===== src/rtl/core/ppc_pkg.sv =====
// ppc_pkg: widths, constants and pipeline types for the preset position pd controller
// no dependencies; imported by preset_position_pd_controller_unit

package ppc_pkg;

  localparam int POS_W       = 21;           // positions in whole degrees
  localparam int ERR_W       = POS_W + 1;    // target minus measured, exact
  localparam int DERIV_W     = ERR_W + 1;
  localparam int POWER_W     = DERIV_W + 4;  // 2*err + 8*deriv + gravity
  localparam int CLAMP_W     = 12;           // holds +/-1270
  localparam int MAG_W       = CLAMP_W - 1;
  localparam int DRIVE_W     = 8;
  localparam int QUOT_W      = DRIVE_W - 1;
  localparam int SLOT_W      = 2;
  localparam int NUM_PRESETS = 4;
  localparam int IDX_W       = 3;

  localparam int DATA_IN_W   = 48;           // two positions, zero padded to bytes
  localparam int USER_IN_W   = 6;
  localparam int DATA_OUT_W  = 8;
  localparam int USER_OUT_W  = 1;

  localparam logic signed [POS_W-1:0] PRESET_RST_0 = 21'sd0;
  localparam logic signed [POS_W-1:0] PRESET_RST_1 = 21'sd550;
  localparam logic signed [POS_W-1:0] PRESET_RST_2 = 21'sd5800;
  localparam logic signed [POS_W-1:0] PRESET_RST_3 = 21'sd9650;

  localparam logic signed [ERR_W-1:0]   BRAKE_BAND     = 22'sd20;
  localparam logic signed [POWER_W-1:0] POWER_LIMIT    = 27'sd1270;
  localparam logic signed [POWER_W-1:0] GRAVITY_TENTHS = 27'sd300;

  // divide by ten: floor(a * 1639 / 2^14) is exact for 0 <= a <= 1270
  localparam logic [MAG_W-1:0] RECIP_TEN = 11'd1639;
  localparam int               RECIP_SH  = 14;
  localparam int               PROD_W    = 2 * MAG_W;

  localparam logic [IDX_W-1:0]  PRESET_NONE = 3'd4;
  localparam logic [SLOT_W-1:0] SLOT_MAX    = 2'd3;
  localparam logic [SLOT_W-1:0] SLOT_MIN    = 2'd0;

  // first stage result handed to the scaling stage
  typedef struct packed {
    logic signed [POWER_W-1:0] power;
    logic                      brake;
  } stage1_t;

endpackage


===== src/rtl/core/preset_position_pd_controller_unit.sv =====
// preset_position_pd_controller_unit: target selection, pd error terms and drive scaling
// depends on ppc_pkg for widths, constants and the stage type
//
//  channel  | direction | payload (lowest bit first)
//  ---------+-----------+----------------------------------------------------------------
//  s_axis   | in        | tdata: custom_target, measured_position; tuser: use_custom,
//           |           |   preset_index, step_up, step_down
//  m_axis   | out       | tdata: drive; tuser: brake
//  cfg      | in        | cfg_index selects preset_position_0..3, cfg_data the new value
//
// two register stages: the first holds power and brake, the second is the output word.
// a word is accepted every cycle while the output is not stalled; stage1 captures it at
// the accepting edge, and the output register then takes it and raises m_axis_tvalid.
// the error register and preset slot update as the word is accepted, so ticks chain
// back to back. m_axis_tready low stalls both stages and drops s_axis_tready once full.
// rst clears valids, slot, target, previous error and reloads the preset values.

module preset_position_pd_controller_unit (
  input  logic                           clk,
  input  logic                           rst,
  input  logic                           s_axis_tvalid,
  output logic                           s_axis_tready,
  // custom_target [20:0], measured_position [41:21], zero [47:42]
  input  logic [ppc_pkg::DATA_IN_W-1:0]  s_axis_tdata,
  // use_custom [0], preset_index [3:1], step_up [4], step_down [5]
  input  logic [ppc_pkg::USER_IN_W-1:0]  s_axis_tuser,
  output logic                           m_axis_tvalid,
  input  logic                           m_axis_tready,
  // drive [7:0]
  output logic [ppc_pkg::DATA_OUT_W-1:0] m_axis_tdata,
  // brake [0]
  output logic [ppc_pkg::USER_OUT_W-1:0] m_axis_tuser,
  input  logic                           cfg_we,
  input  logic [ppc_pkg::SLOT_W-1:0]     cfg_index,
  input  logic [ppc_pkg::POS_W-1:0]      cfg_data
);
  import ppc_pkg::*;

  // input unpacking
  logic                    use_custom;
  logic [IDX_W-1:0]        preset_index;
  logic                    step_up;
  logic                    step_down;
  logic signed [POS_W-1:0] custom_target;
  logic signed [POS_W-1:0] measured_position;

  assign custom_target     = s_axis_tdata[POS_W-1:0];
  assign measured_position = s_axis_tdata[2*POS_W-1:POS_W];
  assign use_custom        = s_axis_tuser[0];
  assign preset_index      = s_axis_tuser[IDX_W:1];
  assign step_up           = s_axis_tuser[IDX_W+1];
  assign step_down         = s_axis_tuser[IDX_W+2];

  // state
  logic signed [POS_W-1:0] preset_position [NUM_PRESETS];
  logic [SLOT_W-1:0]       preset_slot, preset_slot_next;
  logic signed [POS_W-1:0] target_position, target_position_next;
  logic signed [ERR_W-1:0] previous_error;

  logic    v1, v2;
  stage1_t stage1, stage1_next;
  logic signed [DRIVE_W-1:0] drive;
  logic                      brake;

  logic en1, en2, s_fire;

  assign en2           = !v2 || m_axis_tready;
  assign en1           = !v1 || en2;
  assign s_axis_tready = en1;
  assign s_fire        = s_axis_tvalid && s_axis_tready;

  // preset registers
  always_ff @(posedge clk) begin
    if (rst) begin
      for (int i = 0; i < NUM_PRESETS; i++) begin
        case (i % NUM_PRESETS)
          1:       preset_position[i] <= PRESET_RST_1;
          2:       preset_position[i] <= PRESET_RST_2;
          3:       preset_position[i] <= PRESET_RST_3;
          default: preset_position[i] <= PRESET_RST_0;
        endcase
      end
    end else if (cfg_we) begin
      preset_position[cfg_index] <= $signed(cfg_data);
    end
  end

  // target selection: custom, then direct slot, then up over down
  always_comb begin
    preset_slot_next     = preset_slot;
    target_position_next = target_position;
    if (use_custom) begin
      target_position_next = custom_target;
    end else if (preset_index < PRESET_NONE) begin
      preset_slot_next     = preset_index[SLOT_W-1:0];
      target_position_next = preset_position[preset_index[SLOT_W-1:0]];
    end else if (step_up) begin
      preset_slot_next     = (preset_slot == SLOT_MAX) ? preset_slot : preset_slot + 2'd1;
      target_position_next = preset_position[preset_slot_next];
    end else if (step_down) begin
      preset_slot_next     = (preset_slot == SLOT_MIN) ? preset_slot : preset_slot - 2'd1;
      target_position_next = preset_position[preset_slot_next];
    end
  end

  // error terms and raw power in tenths
  logic signed [ERR_W-1:0]   error;
  logic signed [DERIV_W-1:0] deriv;

  always_comb begin
    error = ERR_W'(target_position_next) - ERR_W'(measured_position);
    deriv = DERIV_W'(error) - DERIV_W'(previous_error);
    stage1_next.power = (POWER_W'(error) <<< 1) + (POWER_W'(deriv) <<< 3)
                      + ((target_position_next > 0) ? GRAVITY_TENTHS : '0);
    stage1_next.brake = (error < BRAKE_BAND) && (error > -BRAKE_BAND);
  end

  always_ff @(posedge clk) begin
    if (rst) begin
      preset_slot     <= '0;
      target_position <= '0;
      previous_error  <= '0;
      v1              <= 1'b0;
    end else begin
      if (s_fire) begin
        preset_slot     <= preset_slot_next;
        target_position <= target_position_next;
        previous_error  <= error;
      end
      if (en1) begin
        v1 <= s_fire;
      end
    end
  end

  always_ff @(posedge clk) begin
    if (s_fire) begin
      stage1 <= stage1_next;
    end
  end

  // clamp, magnitude, divide by ten toward zero
  logic signed [CLAMP_W-1:0] clamped;
  logic [MAG_W-1:0]          magnitude;
  logic [PROD_W-1:0]         product;
  logic [QUOT_W-1:0]         quotient;
  logic signed [DRIVE_W-1:0] drive_next;

  always_comb begin
    if (stage1.power > POWER_LIMIT) begin
      clamped = CLAMP_W'(POWER_LIMIT);
    end else if (stage1.power < -POWER_LIMIT) begin
      clamped = CLAMP_W'(-POWER_LIMIT);
    end else begin
      clamped = CLAMP_W'(stage1.power);
    end
    magnitude = clamped[CLAMP_W-1] ? MAG_W'(-clamped) : clamped[MAG_W-1:0];
    product   = PROD_W'(magnitude) * PROD_W'(RECIP_TEN);
    quotient  = product[RECIP_SH+QUOT_W-1:RECIP_SH];
    if (stage1.brake) begin
      drive_next = '0;
    end else if (clamped[CLAMP_W-1]) begin
      drive_next = -$signed({1'b0, quotient});
    end else begin
      drive_next = $signed({1'b0, quotient});
    end
  end

  always_ff @(posedge clk) begin
    if (rst) begin
      v2 <= 1'b0;
    end else if (en2) begin
      v2 <= v1;
    end
  end

  always_ff @(posedge clk) begin
    if (en2 && v1) begin
      drive <= drive_next;
      brake <= stage1.brake;
    end
  end

  assign m_axis_tvalid = v2;
  assign m_axis_tdata  = drive;
  assign m_axis_tuser  = brake;

  // checks
  a_brake_zero_drive: assert property (@(posedge clk) disable iff (rst)
    m_axis_tvalid && brake |-> drive == '0)
    else $error("brake with nonzero drive");

  a_drive_range: assert property (@(posedge clk) disable iff (rst)
    m_axis_tvalid |-> drive != {1'b1, {(DRIVE_W-1){1'b0}}})
    else $error("drive outside symmetric range");

  a_reset_empty: assert property (@(posedge clk)
    rst |=> !v1 && !v2)
    else $error("pipeline not empty after reset");

  a_custom_keeps_slot: assert property (@(posedge clk) disable iff (rst)
    s_fire && use_custom |=> $stable(preset_slot))
    else $error("slot moved on custom target");

endmodule


===== config.mk =====
export PLATFORM = sky130hd
export DESIGN_NAME = preset_position_pd_controller_unit
export DESIGN_NICKNAME = d
export VERILOG_FILES = /design/src/rtl/core/ppc_pkg.sv /design/src/rtl/core/preset_position_pd_controller_unit.sv
export SDC_FILE = /design/constraint.sdc
export NUM_CORES = 1
export LEC_CHECK = 0
export ABC_AREA = 1
export BUFFER_PORTS_ARGS = -buffer_cell sky130_fd_sc_hd__buf_2
export CORE_UTILIZATION = 57
export CTS_CLUSTER_DIAMETER = 80
export DETAILED_ROUTE_END_ITERATION = 10
export PLACE_DENSITY = 0.87
export SKIP_LAST_GASP = 1
export SLEW_MARGIN = 20
export SYNTH_ARGS = -nofsm -noshare
export SYNTH_HDL_FRONTEND = slang
export SYNTH_SLANG_ARGS = --single-unit

===== constraint.sdc =====
create_clock -name clk -period 6.65 [get_ports clk]
set_input_delay 0.665 -clock clk [delete_from_list [all_inputs] [get_ports clk]]
set_output_delay 0.665 -clock clk [all_outputs]
set_load 0.03 [all_outputs]

**Word-level counts from Yosys, hierarchy flattened**

Memory sizes are Yosys's and may differ from the RTL's.
Index checks and enable logic that the tools add are counted.

- Muxes and demuxes: 22
- Reductions and logical operators: 12
- Bitwise logic cells: 2
- Multiply operators: 1
- Order comparisons: 6
- Add/subtract/negate cells: 8
- Equality and inequality tests: 1

Operator list:

| cell | number |
|---|---|
| 21-bit two-way mux | 5 |
| 23-bit by 26-bit adder with 27-bit output | 1 |
| 27-bit by 9-bit adder with 27-bit output | 1 |
| 27-bit by 12-bit greater-than comparator with 1-bit output, second input constant | 1 |
| 27-bit by 12-bit < comparator with 1-bit output, second input constant | 1 |
| 12-bit two-way mux | 2 |
| 22-bit by 22-bit subtractor with 23-bit output | 1 |
| 22-bit by 6-bit greater-than comparator with 1-bit output, second input constant | 1 |
| 22-bit by 6-bit < comparator with 1-bit output, second input constant | 1 |
| 21-bit by 21-bit subtractor with 22-bit output | 1 |
| 21-bit by 1-bit greater-than comparator with 1-bit output, second input constant | 1 |
| 11-bit by 11-bit multiplier with 21-bit output, second input constant | 1 |
| 21-bit OR reduction | 1 |
| 2-bit two-way mux | 6 |
| 11-bit two-way mux | 1 |
| 11-bit negation | 1 |
| 9-bit two-way mux | 1 |
| 7-bit negation with 8-bit output | 1 |
| 7-bit two-way mux | 1 |
| 1-bit two-way mux | 6 |
| 1-bit logical AND | 3 |
| 3-bit < comparator, second input constant | 1 |
| 3-bit AND reduction | 1 |
| 3-bit nonzero test | 1 |
| other kinds (8) | 11 |

- Register bits after elaboration: 84
- Output and inout bits: 11
- Memory bits (writable): 84
- Memories: 1
- Logic and storage cells: 63
- Bits of input ports: 82

Memories:

| name | words | width | read ports | clocked after memory_dff | write ports | line | source |
|---|---|---|---|---|---|---|---|
| preset_position | 4 | 21 | 3 | 0 | 4 | preset_position_pd_controller_unit.sv:55 | `logic signed [POS_W-1:0] preset_position [NUM_PRESETS];` |

**Logic depth before layout (Yosys ltp)**

An unclocked memory read counts as a cell.

- Depth after elaboration: 11
- Depth in mapped cells: 41
- Depth with buffers taken out: 39

**Worst setup path after synthesis**

Ideal clock, no wire load.

- Path type: register to register
- From: reg stage1[21] (netlist bit)
- To: reg drive[4] (netlist: m_axis_tdata[4]), data pin
- Cell stages (with the launch flop): 36
- Period minus slack after synthesis: 6.228 ns
- Required time: 6.395 ns
- Slack: 0.422 ns
- Path buffers: 0
- Setup time: 0.255 ns
- Arrival: 5.973 ns
- Cells stage by stage: edfxtp_1 > nor2_1 > nand2_1 > nor2_1 > nand2_1 > nor2_1 > nor2_1 > or2_2 > nor2_2 > ha_1 > nand3_1 > nor2_1 > nand2_1 > nand2_1 > xor2_1 > inv_1 > ha_1 > inv_1 > fa_1 > inv_1 > fa_1 > fa_1 > inv_1 > fa_1 > inv_1 > ha_1 > a21o_1 > a21oi_1 > nand3_1 > nand2_1 > nand2_1 > ha_1 > nand3_1 > nand2_1 > o21ai_0 > nor2_1

- Longest elaborated chain between the ends: 8
- Elaborated cells between the ends (all ways): 9
- Classes of those cells: 2 x add/sub; 1 x mul; 2 x order compare; 4 x mux

Ends and longest elaborated chain:

| item | line | source |
|---|---|---|
| start: declaration | preset_position_pd_controller_unit.sv:61 | `stage1_t stage1, stage1_next;` |
| start signal: assignment | preset_position_pd_controller_unit.sv:138 | `stage1 <= stage1_next;` |
| 27-bit by 12-bit < comparator with 1-bit output | preset_position_pd_controller_unit.sv:152 | `end else if (stage1.power < -POWER_LIMIT) begin` |
| 12-bit two-way mux | preset_position_pd_controller_unit.sv:152 |  |
| 12-bit two-way mux * | preset_position_pd_controller_unit.sv:150 | `if (stage1.power > POWER_LIMIT) begin` |
| 11-bit negation | preset_position_pd_controller_unit.sv:157 | `magnitude = clamped[CLAMP_W-1] ? MAG_W'(-clamped) : clamped[MAG_W-1:0];` |
| 11-bit two-way mux | preset_position_pd_controller_unit.sv:157 |  |
| 11-bit by 11-bit multiplier with 21-bit output | preset_position_pd_controller_unit.sv:158 | `product = PROD_W'(magnitude) * PROD_W'(RECIP_TEN);` |
| 7-bit negation with 8-bit output | preset_position_pd_controller_unit.sv:163 | `drive_next = -$signed({1'b0, quotient});` |
| 7-bit two-way mux * | preset_position_pd_controller_unit.sv:162 | `end else if (clamped[CLAMP_W-1]) begin` |
| end signal: assignment | preset_position_pd_controller_unit.sv:179 | `drive <= drive_next;` |
| end: declaration | preset_position_pd_controller_unit.sv:62 | `logic signed [DRIVE_W-1:0] drive;` |

Every way passes the cells marked *; elsewhere a longest branch is shown, timed or not.
A chain may end at the register's enable or synchronous reset.

**Final worst setup path**

- From: reg stage1[26] (netlist bit)
- To: reg drive[5] (netlist: m_axis_tdata[5]), data pin

The elaborated chain is that of the path after synthesis.

==> reports/summary.txt <==
outcome - complete, no violations
final routed DRC violation total - 0
reported max-cap violation count - 0
number of antenna repair diodes - 0
Syn. warnings - 0
wire length of the first global-routing pass - 74800 um
total area of sequential cells - 4550 sq um
Root Driver - sky130_fd_sc_hd__clkbuf_16
IO Pins - 93
standard cell core area - 27200 sq um
routed vias/inst - 5.67
number of synthesized register bits - 167
Die Width - 169 um
final slew viol count - 0
total of fill cells in the finished design - 2166
placer congestion estimate - 0.973
Post-synth top flop - sky130_fd_sc_hd__edfxtp_1
Setup TNS Final - 0 ns
first-pass iteration count of the detailed router - 6
H-Tree Depth - 4
R2R Path Start - stage1[26]
Die Span Y - 169 um
Detail Route Antenna Nets - 0
Layout Cell Area excl Fill - 18700 sq um
arrival time at the worst endpoint - 6.63 ns
Final setup violation count - 0
sum of met2 wire segment lengths after detailed routing - 22200 um
Layout Skew - 0.0194 ns
starting density of the core - 58.6%
critical path data required time - 6.86 ns
highest metal layer used by the detailed router - met4
routed vias - 16.4k
largest net degree at the start of global routing - 65
clock latency reported for the late side of the worst-skew pair - 0.46 ns
# rows - 60
number of hold buffers added after CTS - 0
synthesized area per cell - 6.88 sq um
CP Capture Type - flip-flop
share of final-layout standard cells stronger than drive strength 1 - 14.5%
WL final - 47500 um
cell type with the highest occurrence count on the critical path - sky130_fd_sc_hd__buf_4
actual transition at the worst max-transition pin - 1.12 ns
total met3 wirelength after detailed routing - 4790 um
number of nets in the synthesized netlist - 2580
global route overflow - 0
Final min period - 6.43 ns
average wire length per cell after detail routing - 16.4 um
Clk pin slew, worst setup/hold paths - 0.07 ns
fraction of the yosys area taken by sequential cells - 28.5%
share of flip-flops with an asynchronous set or reset after synthesis - 0%
class of the most critical setup path - flip-flop to flip-flop
Total Nets Final - 2770
routed metal-1 wire length - 18200 um
Critical Path Source Type - flip-flop
global-route usage over all layers - 33.0%
worst setup path start - stage1[26]
worst min-delay path class - flip-flop to flip-flop
number of buffers added by the clock tree synthesis step - 17
maximum clock frequency - 0.156 GHz
starting DRC count in detailed routing - 1679
full die area - 28600 sq um
number of buffers added on ports - 86
number of flops mapped to enable cells by yosys - 120
critical path fanouts, max - 4
synthesized netlist cell count - 2314
sink count of the clock tree - 167
CTS tree - done
area of the mapped netlist - 15900 sq um
Slowest-stage cell, CP - sky130_fd_sc_hd__fa_1
post-placement cell area - 17600 sq um
Clock Path Buffers - 2
number of antenna violations at the first check in global routing - 0
number of hold violations in the final report - 0
peak per-stage delay on the critical path - 0.54 ns
period utilization - 96.6%
area used by multi-input combinational logic - 9890 sq um
Distinct cells, synth - 46
via count of the first global-routing pass - 15.7k
remaining max-slew budget at the tightest pin - 25.1%
Hold Crit Start - v1
Area growth syn-to-layout - 17.5%
RSZ-0062 raised after global routing - true
half-perimeter wire length after placement - 34800 um
-- per-layer routing --
metal / vias up / global-route usage (%)
li1: 7849 / -
met1: 7416 / 40.7
met2: 952 / 55.7
met3: 156 / 4.99
met4: 0 / 17.5
met5: - / 0
-- state kept, by name, summed over array words and instances (netlist names) --
name,count
preset_position,84
stage1,27
previous_error,22
target_position,21
m_axis_tdata,8
preset_slot,2
m_axis_tuser,1
m_axis_tvalid,1
v1,1
-- logic make-up (layout without fill, tap and decap cells) --
kind of cell,count (synthesis),in the layout,share of synthesized area (%)
simple gates,1072,1072,27.4
xor+xnor,51,51,2.81
compound gates,371,371,13.5
flops,167,167,28.5
fa+ha+maj,184,184,16.1
buf+inv,469,672,11.7
-- final timing paths --
| kind | to | slack [ns] | depth (start not counted) |
|---|---|---|---|
| max | m_axis_tdata[5] | 0.22 | 38 |
| min | m_axis_tvalid | 0.48 | 2 |
| max reg2reg | m_axis_tdata[5] | 0.22 | 38 |
| min reg2reg | m_axis_tvalid | 0.48 | 2 |
-- per-stage QoR --
stage	utilization, %	hold WS, ns	cells	setup WS, ns
4_1_cts	67.3	0.479	2879	0.00649
2_1_floorplan	-	0.451	2314	0.422
5_1_grt	68.9	0.499	2889	-0.116
3_5_place_dp	64.8	0.471	2842	-0.151
6_report	68.9	0.479	2889	0.224
3_3_place_gp	64.8	0.459	2842	0.0728
-- layout by cell type (no fill, tap or decap), types with 86 or more instances in the layout --
cell and instances:
sky130_fd_sc_hd__buf_4 145, sky130_fd_sc_hd__nand2_1 584, sky130_fd_sc_hd__nor2_1 274, sky130_fd_sc_hd__a21oi_1 139, sky130_fd_sc_hd__o21ai_0 100, sky130_fd_sc_hd__ha_1 137
sky130_fd_sc_hd__buf_2 86, sky130_fd_sc_hd__edfxtp_1 120, sky130_fd_sc_hd__inv_1 387, sky130_fd_sc_hd__nand3_1 96
-- critical path, delay by kind of cell (launching register included) --
family                   cells  cell delay, ns
AO/OA/AOI/OAI                4            0.72
adder cells (fa/ha/maj)      6            2.25
buffers and inverters        9            0.72
flip-flops                   1            0.42
AND/OR/NAND/NOR             19            2.06
-- cells in the mapped netlist, drive strengths merged (2+ instances only) --
cell	count	area, sq um
xor2	28	245
o21bai	13	97.6
a21o	10	75.1
o211ai	38	315
clkbuf	29	109
nand3b	10	75.1
edfxtp	120	3600
and2	5	31.3
xnor2	23	201
inv	397	1500
a221oi	3	26.3
nor2	288	1110
dfxtp	47	941
nand3	99	495
a21boi	7	71.3
a21oi	149	746
nor3	30	150
or2	3	18.8
o221ai	5	43.8
clkinv	5	18.8
ha	149	1860
a31oi	16	100
fa	35	701
o21ai	126	634
buf	38	235
o31ai	2	15.0
nand2	605	2290
nor4	5	31.3
nand4	26	163
-- cell type report --
class                           count  share of cell area, %
Tap cell                          372                   2.49
Inverter                          402                   8.10
Clock inverter                     15                   1.13
Timing Repair Buffer              238                   8.86
Sequential cell                   167                   24.3
Clock buffer                       17                   2.27
Multi-Input combinational cell   1678                   52.8
-- repair_timing --
item | in CTS | in global routing
setup buffers | 5 | 10
endpoints found under the setup margin | 6 | 21
pin swaps | 4 | 26
resized for setup | 5 | 82
Power is not shown: default switching activity piles up to over one toggle a cycle in this logic, so the estimate is an artifact.
